**config.mk**
```make
export PLATFORM = sky130hd
export DESIGN_NAME = bounded_indexed_list
export DESIGN_NICKNAME = d
export VERILOG_FILES = /design/src/sv/bil_pkg.sv /design/src/sv/bounded_indexed_list.sv /design/src/sv/bil_ram.sv
export SDC_FILE = /design/constraint.sdc
export NUM_CORES = 2
export LEC_CHECK = 0
export CAP_MARGIN = 10
export CORE_MARGIN = 1.5
export CORE_UTILIZATION = 60
export CTS_BUF_LIST = sky130_fd_sc_hd__clkbuf_8
export DETAILED_ROUTE_END_ITERATION = 10
export DONT_BUFFER_PORTS = 1
export PLACE_DENSITY_LB_ADDON = 0.15
export SETUP_SLACK_MARGIN = 0.02
export SYNTH_ARGS = -nofsm -noshare
export SYNTH_HDL_FRONTEND = slang
export SYNTH_HIERARCHICAL = 1
export SYNTH_SLANG_ARGS = --single-unit
```
**constraint.sdc**
```tcl
create_clock -name clk -period 6.2 [get_ports clk]
set_clock_uncertainty 0.2 [all_clocks]
set_input_delay 0.31 -clock clk [delete_from_list [all_inputs] [get_ports clk]]
set_output_delay 0.31 -clock clk [all_outputs]
set_load 0.005 [all_outputs]
```
**src/sv/bil_pkg.sv**
```systemverilog
// Package for bounded_indexed_list: sizes, codes, item types and sequencer states.
`default_nettype none
package bil_pkg;

  localparam int DEPTH  = 64;
  localparam int IDX_W  = $clog2(DEPTH);
  localparam int CNT_W  = 7;
  localparam int DATA_W = 32;

  typedef enum logic [3:0] {
    ACT_APPEND = 4'd0,
    ACT_REMOVE = 4'd1,
    ACT_INSERT = 4'd2,
    ACT_ERASE  = 4'd3,
    ACT_READ   = 4'd4,
    ACT_WRITE  = 4'd5,
    ACT_CLEAR  = 4'd6,
    ACT_RESIZE = 4'd7,
    ACT_ASSIGN = 4'd8
  } action_t;

  typedef enum logic [1:0] {
    STAT_OK    = 2'd0,
    STAT_RANGE = 2'd1,
    STAT_ROOM  = 2'd2
  } status_t;

  typedef enum logic [2:0] {
    ST_IDLE,
    ST_EXEC,
    ST_SHIFT_RD,
    ST_SHIFT_WR,
    ST_PUT,
    ST_RWAIT,
    ST_FILL,
    ST_DONE
  } state_t;

  typedef struct packed {
    logic [3:0]               action;
    logic [6:0]               position;
    logic signed [DATA_W-1:0] item_value;
  } in_item_t;

  typedef struct packed {
    logic signed [DATA_W-1:0] read_value;
    logic [CNT_W-1:0]         count;
    logic                     is_empty;
    logic [1:0]               status;
  } out_item_t;

endpackage
`default_nettype wire

```
**src/sv/bounded_indexed_list.sv**
```systemverilog
// Top level of bounded_indexed_list: sequencer around one entry RAM and its copy path.
// Path, accept to result valid: append, remove, write, clear and failed actions pass
//   through exec and done, read adds a RAM wait; insert and erase add a read and a write per
//   shifted entry (insert also a final put), resize and assign a fill step per filled entry.
// Throughput: one item at a time; the next is taken the cycle after its result is registered.
// Reset (rst_n low, synchronous): count zero, sequencer idle, no result pending; RAM kept.
`default_nettype none
module bounded_indexed_list (
  input  wire logic               clk,
  input  wire logic               rst_n,
  input  wire logic               in_valid,
  output logic                    in_stall,
  input  wire bil_pkg::in_item_t  in_item,
  output logic                    out_valid,
  input  wire logic               out_stall,
  output bil_pkg::out_item_t      out_item
);

  localparam int IW = bil_pkg::IDX_W;
  localparam int CW = bil_pkg::CNT_W;
  localparam int DW = bil_pkg::DATA_W;
  localparam logic [CW-1:0] DEPTH_C = CW'(bil_pkg::DEPTH);

  // control state
  bil_pkg::state_t state_r, state_nxt;
  logic [CW-1:0]   cnt_r, cnt_nxt;       // committed entry count
  logic            out_valid_r, out_valid_nxt;

  // per-item working registers
  logic [3:0]        act_r;
  logic [CW-1:0]     pos_r;
  logic [DW-1:0]     val_r;
  logic [CW-1:0]     idx_r, idx_nxt;     // walk index for shift and fill
  logic [CW-1:0]     newcnt_r, newcnt_nxt;
  bil_pkg::status_t  stat_r, stat_nxt;
  logic [DW-1:0]     rd_r, rd_nxt;
  bil_pkg::out_item_t out_r, out_nxt;

  // RAM port
  logic          ram_we;
  logic [IW-1:0] ram_waddr;
  logic [DW-1:0] ram_wdata;
  logic [IW-1:0] ram_raddr;
  logic [DW-1:0] ram_rdata;

  logic in_acc;
  logic out_free;

  assign in_acc   = in_valid && !in_stall;
  assign out_free = !out_valid_r || !out_stall;
  assign in_stall = (state_r != bil_pkg::ST_IDLE);

  bil_ram #(
    .WIDTH(DW),
    .DEPTH(bil_pkg::DEPTH)
  ) u_ram (
    .clk  (clk),
    .we   (ram_we),
    .waddr(ram_waddr),
    .wdata(ram_wdata),
    .raddr(ram_raddr),
    .rdata(ram_rdata)
  );

  // item capture, no reset needed
  always_ff @(posedge clk) begin
    if (in_acc) begin
      act_r <= in_item.action;
      pos_r <= in_item.position;
      val_r <= in_item.item_value;
    end
    idx_r    <= idx_nxt;
    newcnt_r <= newcnt_nxt;
    stat_r   <= stat_nxt;
    rd_r     <= rd_nxt;
    out_r    <= out_nxt;
  end

  always_ff @(posedge clk) begin
    if (!rst_n) begin
      state_r     <= bil_pkg::ST_IDLE;
      cnt_r       <= '0;
      out_valid_r <= 1'b0;
    end else begin
      state_r     <= state_nxt;
      cnt_r       <= cnt_nxt;
      out_valid_r <= out_valid_nxt;
    end
  end

  always_comb begin
    state_nxt     = state_r;
    cnt_nxt       = cnt_r;
    out_valid_nxt = out_valid_r;
    idx_nxt       = idx_r;
    newcnt_nxt    = newcnt_r;
    stat_nxt      = stat_r;
    rd_nxt        = rd_r;
    out_nxt       = out_r;
    ram_we        = 1'b0;
    ram_waddr     = idx_r[IW-1:0];
    ram_wdata     = val_r;
    ram_raddr     = idx_r[IW-1:0];

    if (out_valid_r && !out_stall) begin
      out_valid_nxt = 1'b0;
    end

    case (state_r)
      bil_pkg::ST_IDLE: begin
        if (in_acc) begin
          state_nxt = bil_pkg::ST_EXEC;
        end
      end

      // Check the action against the count or the capacity, then do it or start the walk.
      bil_pkg::ST_EXEC: begin
        newcnt_nxt = cnt_r;
        stat_nxt   = bil_pkg::STAT_OK;
        rd_nxt     = '0;
        state_nxt  = bil_pkg::ST_DONE;
        case (act_r)
          bil_pkg::ACT_APPEND: begin
            if (cnt_r >= DEPTH_C) begin
              stat_nxt = bil_pkg::STAT_ROOM;
            end else begin
              ram_we     = 1'b1;
              ram_waddr  = cnt_r[IW-1:0];
              newcnt_nxt = cnt_r + CW'(1);
            end
          end
          bil_pkg::ACT_REMOVE: begin
            if (cnt_r != '0) begin
              newcnt_nxt = cnt_r - CW'(1);
            end
          end
          bil_pkg::ACT_INSERT: begin
            if (pos_r > cnt_r) begin
              stat_nxt = bil_pkg::STAT_RANGE;
            end else if (cnt_r >= DEPTH_C) begin
              stat_nxt = bil_pkg::STAT_ROOM;
            end else begin
              newcnt_nxt = cnt_r + CW'(1);
              if (pos_r == cnt_r) begin
                ram_we    = 1'b1;
                ram_waddr = pos_r[IW-1:0];
              end else begin
                idx_nxt   = cnt_r;
                state_nxt = bil_pkg::ST_SHIFT_RD;
              end
            end
          end
          bil_pkg::ACT_ERASE: begin
            if (pos_r >= cnt_r) begin
              stat_nxt = bil_pkg::STAT_RANGE;
            end else begin
              newcnt_nxt = cnt_r - CW'(1);
              if (pos_r + CW'(1) < cnt_r) begin
                idx_nxt   = pos_r;
                state_nxt = bil_pkg::ST_SHIFT_RD;
              end
            end
          end
          bil_pkg::ACT_READ: begin
            if (pos_r >= cnt_r) begin
              stat_nxt = bil_pkg::STAT_RANGE;
            end else begin
              ram_raddr = pos_r[IW-1:0];
              state_nxt = bil_pkg::ST_RWAIT;
            end
          end
          bil_pkg::ACT_WRITE: begin
            if (pos_r >= cnt_r) begin
              stat_nxt = bil_pkg::STAT_RANGE;
            end else begin
              ram_we    = 1'b1;
              ram_waddr = pos_r[IW-1:0];
            end
          end
          bil_pkg::ACT_CLEAR: begin
            newcnt_nxt = '0;
          end
          bil_pkg::ACT_RESIZE: begin
            if (pos_r > DEPTH_C) begin
              stat_nxt = bil_pkg::STAT_ROOM;
            end else begin
              newcnt_nxt = pos_r;
              if (pos_r > cnt_r) begin
                idx_nxt   = cnt_r;
                state_nxt = bil_pkg::ST_FILL;
              end
            end
          end
          bil_pkg::ACT_ASSIGN: begin
            if (pos_r > DEPTH_C) begin
              stat_nxt = bil_pkg::STAT_ROOM;
            end else begin
              newcnt_nxt = pos_r;
              if (pos_r != '0) begin
                idx_nxt   = '0;
                state_nxt = bil_pkg::ST_FILL;
              end
            end
          end
          default: begin
          end
        endcase
      end

      // Fetch the neighbor: below for insert (walk down), above for erase (walk up).
      bil_pkg::ST_SHIFT_RD: begin
        if (act_r == bil_pkg::ACT_INSERT) begin
          ram_raddr = idx_r[IW-1:0] - IW'(1);
        end else begin
          ram_raddr = idx_r[IW-1:0] + IW'(1);
        end
        state_nxt = bil_pkg::ST_SHIFT_WR;
      end

      bil_pkg::ST_SHIFT_WR: begin
        ram_we    = 1'b1;
        ram_wdata = ram_rdata;
        if (act_r == bil_pkg::ACT_INSERT) begin
          idx_nxt = idx_r - CW'(1);
          if (idx_r - CW'(1) == pos_r) begin
            state_nxt = bil_pkg::ST_PUT;
          end else begin
            state_nxt = bil_pkg::ST_SHIFT_RD;
          end
        end else begin
          idx_nxt = idx_r + CW'(1);
          if (idx_r + CW'(2) < cnt_r) begin
            state_nxt = bil_pkg::ST_SHIFT_RD;
          end else begin
            state_nxt = bil_pkg::ST_DONE;
          end
        end
      end

      bil_pkg::ST_PUT: begin
        ram_we    = 1'b1;
        ram_waddr = pos_r[IW-1:0];
        state_nxt = bil_pkg::ST_DONE;
      end

      bil_pkg::ST_RWAIT: begin
        rd_nxt    = ram_rdata;
        state_nxt = bil_pkg::ST_DONE;
      end

      bil_pkg::ST_FILL: begin
        ram_we  = 1'b1;
        idx_nxt = idx_r + CW'(1);
        if (idx_r + CW'(1) >= pos_r) begin
          state_nxt = bil_pkg::ST_DONE;
        end
      end

      // Hand the result to the output register once it is free.
      bil_pkg::ST_DONE: begin
        if (out_free) begin
          out_nxt.read_value = rd_r;
          out_nxt.count      = newcnt_r;
          out_nxt.is_empty   = (newcnt_r == '0);
          out_nxt.status     = stat_r;
          out_valid_nxt      = 1'b1;
          cnt_nxt            = newcnt_r;
          state_nxt          = bil_pkg::ST_IDLE;
        end
      end

      default: begin
        state_nxt = bil_pkg::ST_IDLE;
      end
    endcase
  end

  assign out_valid = out_valid_r;
  assign out_item  = out_r;

  // count never passes the capacity
  a_cnt_bound: assert property (@(posedge clk) disable iff (!rst_n)
    cnt_r <= DEPTH_C)
    else $error("entry count above capacity");

  // a failed action leaves the count alone
  a_fail_keeps_cnt: assert property (@(posedge clk) disable iff (!rst_n)
    (state_r == bil_pkg::ST_DONE && stat_r != bil_pkg::STAT_OK) |-> newcnt_r == cnt_r)
    else $error("failed action changed the count");

  // a new result only comes out of the done state
  a_result_from_done: assert property (@(posedge clk) disable iff (!rst_n)
    $rose(out_valid_r) |-> $past(state_r) == bil_pkg::ST_DONE)
    else $error("result loaded outside done state");

  // the RAM is written only while an item is being worked
  a_write_busy: assert property (@(posedge clk) disable iff (!rst_n)
    ram_we |-> (state_r != bil_pkg::ST_IDLE && state_r != bil_pkg::ST_DONE))
    else $error("RAM write while idle");

  // empty flag agrees with the count in every result
  a_empty_flag: assert property (@(posedge clk) disable iff (!rst_n)
    out_valid_r |-> (out_r.is_empty == (out_r.count == '0)))
    else $error("empty flag disagrees with count");

endmodule
`default_nettype wire

```
**src/sv/bil_ram.sv**
```systemverilog
// Generic single-port-write, single-port-read RAM with registered read data.
`default_nettype none
module bil_ram #(
  parameter int WIDTH = 32,
  parameter int DEPTH = 64
) (
  input  wire logic                     clk,
  input  wire logic                     we,
  input  wire logic [$clog2(DEPTH)-1:0] waddr,
  input  wire logic [WIDTH-1:0]         wdata,
  input  wire logic [$clog2(DEPTH)-1:0] raddr,
  output logic      [WIDTH-1:0]         rdata
);

  logic [WIDTH-1:0] mem [DEPTH];

  always_ff @(posedge clk) begin
    if (we) begin
      mem[waddr] <= wdata;
    end
    rdata <= mem[raddr];
  end

endmodule
`default_nettype wire
```
==> impl_metrics.py <==
metrics = {
    "placement": {
        "numPortBuffers": 0,
        "place_congestion": 0.933,
        "hpwl_microns": 126000,
        "placed_area_sq_um": 90400,
        "dp_slack_ps": 607,
        "dp_cells": 6073,
    },
    "detailed_routing": {
        "drc": 26,
        "drt_pass1_iterations": 10,
        "dr.first_iter.drc_count": 5257,
        "vias_per_cell": 6.58,
        "drt_wl_total_microns": 213000,
        "antenna_left": 0,
        "num_vias": 44700,
        "wl_per_cell_microns": 31.4,
    },
    "status": {
        "violations": "DRC",
        "outcome": "finished, violations left",
    },
    "clock_network": {
        "cts_num_sinks": 2224,
        "root_buffer": "clkbuf_8",
        "htree_num_levels": 5,
        "cts_tree": "built",
        "cts_buffers": 358,
        "clock_path_buffers": 4,
        "clock_latency_ps": 1020,
        "clk_pin_slew_worst_paths_ps": 60,
    },
    "sta": {
        "max_freq_mhz": 181,
        "period_needed_ps": 5530,
        "whs_ps": 84.7,
        "relSlewSlack": 0.176,
        "hold_violations": 0,
        "period_share": 0.892,
        "rsz0062_at_grt": "no",
        "max_slew.worst_pin.slew_ps": 1240,
        "slew_violations": 0,
        "setup_violations": 0,
        "setup_slack_ps": 668,
        "setup_tns_ps": 0,
    },
    "cells_and_area": {
        "area_growth_pct": 12.5,
        "nFillCells": 9093,
        "stdcell_area_sq_um": 97900,
        "drive_above_1_share": 0.247,
        "multiInputGateArea_sq_um": 19700,
        "finalCoreUtilization": 0.681,
        "nets": 4719,
        "instances_no_fill": 6790,
        "seq_area_sq_um": 66400,
    },
    "synth": {
        "yosys_most_used_dff": "edfxtp_1",
        "synth_edf_count": 2181,
        "synth-warning-count": 6,
        "ys_types": 85,
        "synthCells": 4219,
        "ys_seq_area_frac": 0.762,
        "synth.cell_area_sq_um": 87100,
        "async_flop_share": 0,
        "synth_nets": 4307,
        "synth.avg_cell_area_sq_um": 20.6,
        "ys_seq_elements": 2224,
    },
    "global_routing": {
        "grt_start_max_net_pins": 80,
        "grt_pass1_wl_microns": 308000,
        "antenna_found_initial": 7,
        "grt_pass1_vias": 44900,
        "grt_util_all_layers": 0.293,
        "grt_overflow": 0,
    },
    "floorplan": {
        "io_pins": 91,
        "start_util": 0.605,
        "die_w_microns": 384,
        "core_area_sq_um": 144000,
        "dieArea_sq_um": 147000,
        "fp.dieH_microns": 384,
        "rows": 139,
    },
    "worst_hold_path": {
        "hp-start": "out_stall",
        "hold_path_class": "in2reg",
    },
    "critical_path": {
        "startpoint": "cnt_r[3]",
        "cp-end-kind": "flip-flop",
        "crit_path_start_kind": "flip-flop",
        "worstPathArrival_ps": 6210,
        "criticalPathCategory": "reg2reg",
        "critPathRequiredTime_ps": 6870,
        "worst_r2r_startpoint": "cnt_r[3]",
        "critPathMaxFanout": 46,
    },
    "pwr": {
        "p_int_mw": 30.9,
        "power_switching_share": 0.343,
        "seqPwrFrac": 0.408,
        "switchingPower_mw": 16.2,
        "combPwrFrac": 0.350,
        "leakage_nw": 31.7,
        "p_per_area_nw_per_um2": 481,
        "vdd.ir_drop.worst_mv": 0.396,
        "power_mw": 47.1,
        "clkPwrFrac": 0.242,
    },
    "run": {
        "maxCapViolCount": 0,
    },
}
final timing paths:
path	to	slack, ps	depth (start not counted)
min reg2reg	out_item[0]	210	0
max reg2reg	u_ram/rdata[16]	670	14
min	state_r[1]	80	4
max	u_ram/rdata[16]	670	14
cell usage in the layout, fill, tap and decap left out, drive strengths merged, types with 51 or more instances in the layout:
cell and count:
a21oi 63, nor2 122, dlygate4sd3 93, nand2 88
clkbuf 382, mux4 446, buf 207, o21ai 62
inv 162, o22ai 51, clkinv 83, edfxtp 2181
a22oi 135, nand3 64, mux2i 190
worst max-delay path: stages (launching register included):
cell	delay, ps
dfxtp_1	520
inv_1	200
ha_1	320
nand4_1	170
nor2_1	320
a211oi_2	130
buf_4	200
nor2_1	350
a221o_4	690
buf_4	640
mux4_2	400
mux2i_1	210
mux2i_1	180
o21ai_0	730
nor2_1	100
logic make-up (layout without fill, tap and decap cells):
kind of cell,Yosys count,in the layout,synth area share
flip-flops,2224,2224,0.762
AND/OR/NAND/NOR,449,449,0.0260
AO/OA/AOI/OAI,530,530,0.0435
adder cells (fa/ha/maj),41,41,0.00598
XOR/XNOR,30,30,0.00302
other,0,5,0
multiplexers,668,668,0.141
buffers and inverters,277,940,0.0181
state kept, by name, indices dropped and copies added, names as in the netlist, 4 cells and up:
register,cells
newcnt_r,7
rd_r,32
act_r,4
cnt_r,7
u_ram/rdata,32
val_r,32
idx_r,7
pos_r,7
out_item,42
u_ram/mem,2048
cell usage after synthesis, types with 6 or more instances:
cell / number / area (sq um)
dfxtp_1: 43 / 861
buf_6: 33 / 372
a311o_1: 13 / 130
o211ai_1: 22 / 165
a31oi_1: 23 / 144
edfxtp_1: 2181 / 65500
or2_2: 8 / 50.1
a21o_1: 8 / 60.1
and3_1: 42 / 263
xor2_1: 8 / 70.1
clkbuf_1: 112 / 420
buf_2: 54 / 270
nand3_1: 64 / 320
o221ai_1: 20 / 175
a21boi_0: 10 / 75.1
nor3_1: 20 / 100
o21ai_0: 60 / 300
xnor2_1: 22 / 193
nand2b_1: 19 / 119
a311oi_1: 6 / 52.6
nand3b_1: 13 / 97.6
a21oi_1: 63 / 315
and2_1: 6 / 37.5
a22oi_1: 135 / 1010
buf_4: 28 / 210
mux2_2: 32 / 360
a211oi_1: 29 / 218
nor2_1: 122 / 458
mux2i_1: 190 / 1900
mux4_2: 446 / 10000
a211o_1: 12 / 105
and4_1: 7 / 61.3
a221oi_1: 7 / 61.3
ha_1: 40 / 500
a22o_1: 12 / 105
buf_1: 12 / 45.0
inv_1: 27 / 101
nand2_1: 88 / 330
o22ai_1: 51 / 319
a221o_1: 8 / 80.1
nor2b_1: 25 / 156
o22a_1: 12 / 105
layout make-up:
cell class	count	share of cell area
clock buffers	382	0.0537
repair buffers	300	0.0301
diodes	5	0.000128
clock inverters	229	0.0116
multi-input cells	1718	0.201
well taps	1903	0.0243
inverters	29	0.00124
flip-flops and latches	2224	0.678
power by group through the flow:
stage               Clock [mW]  Sequential [mW]  Combinational [mW]
CTS                       11.6             19.2                16.3
global route              12.2             19.3                17.4
finish                    11.4             19.2                16.5
detailed placement           0             19.6                16.2
global placement             0             19.5                16.0
floorplan                    0             19.2                10.9
layer usage:
metal,GRT usage,up-vias,part of all wire
met1,0.424,23400,0.40
met5,0,-,0.000066
met4,0.0935,2,0.026
met2,0.448,2316,0.48
met3,0.0683,371,0.096
li1,-,18600,-
what timing repair did:
item                                   CTS  global route
hold buffers                            93             0
gates resized for setup                  0             0
setup buffers                            0             0
endpoints found under the hold margin   97             0
No activity file was read; power rests on OpenSTA's default activity.
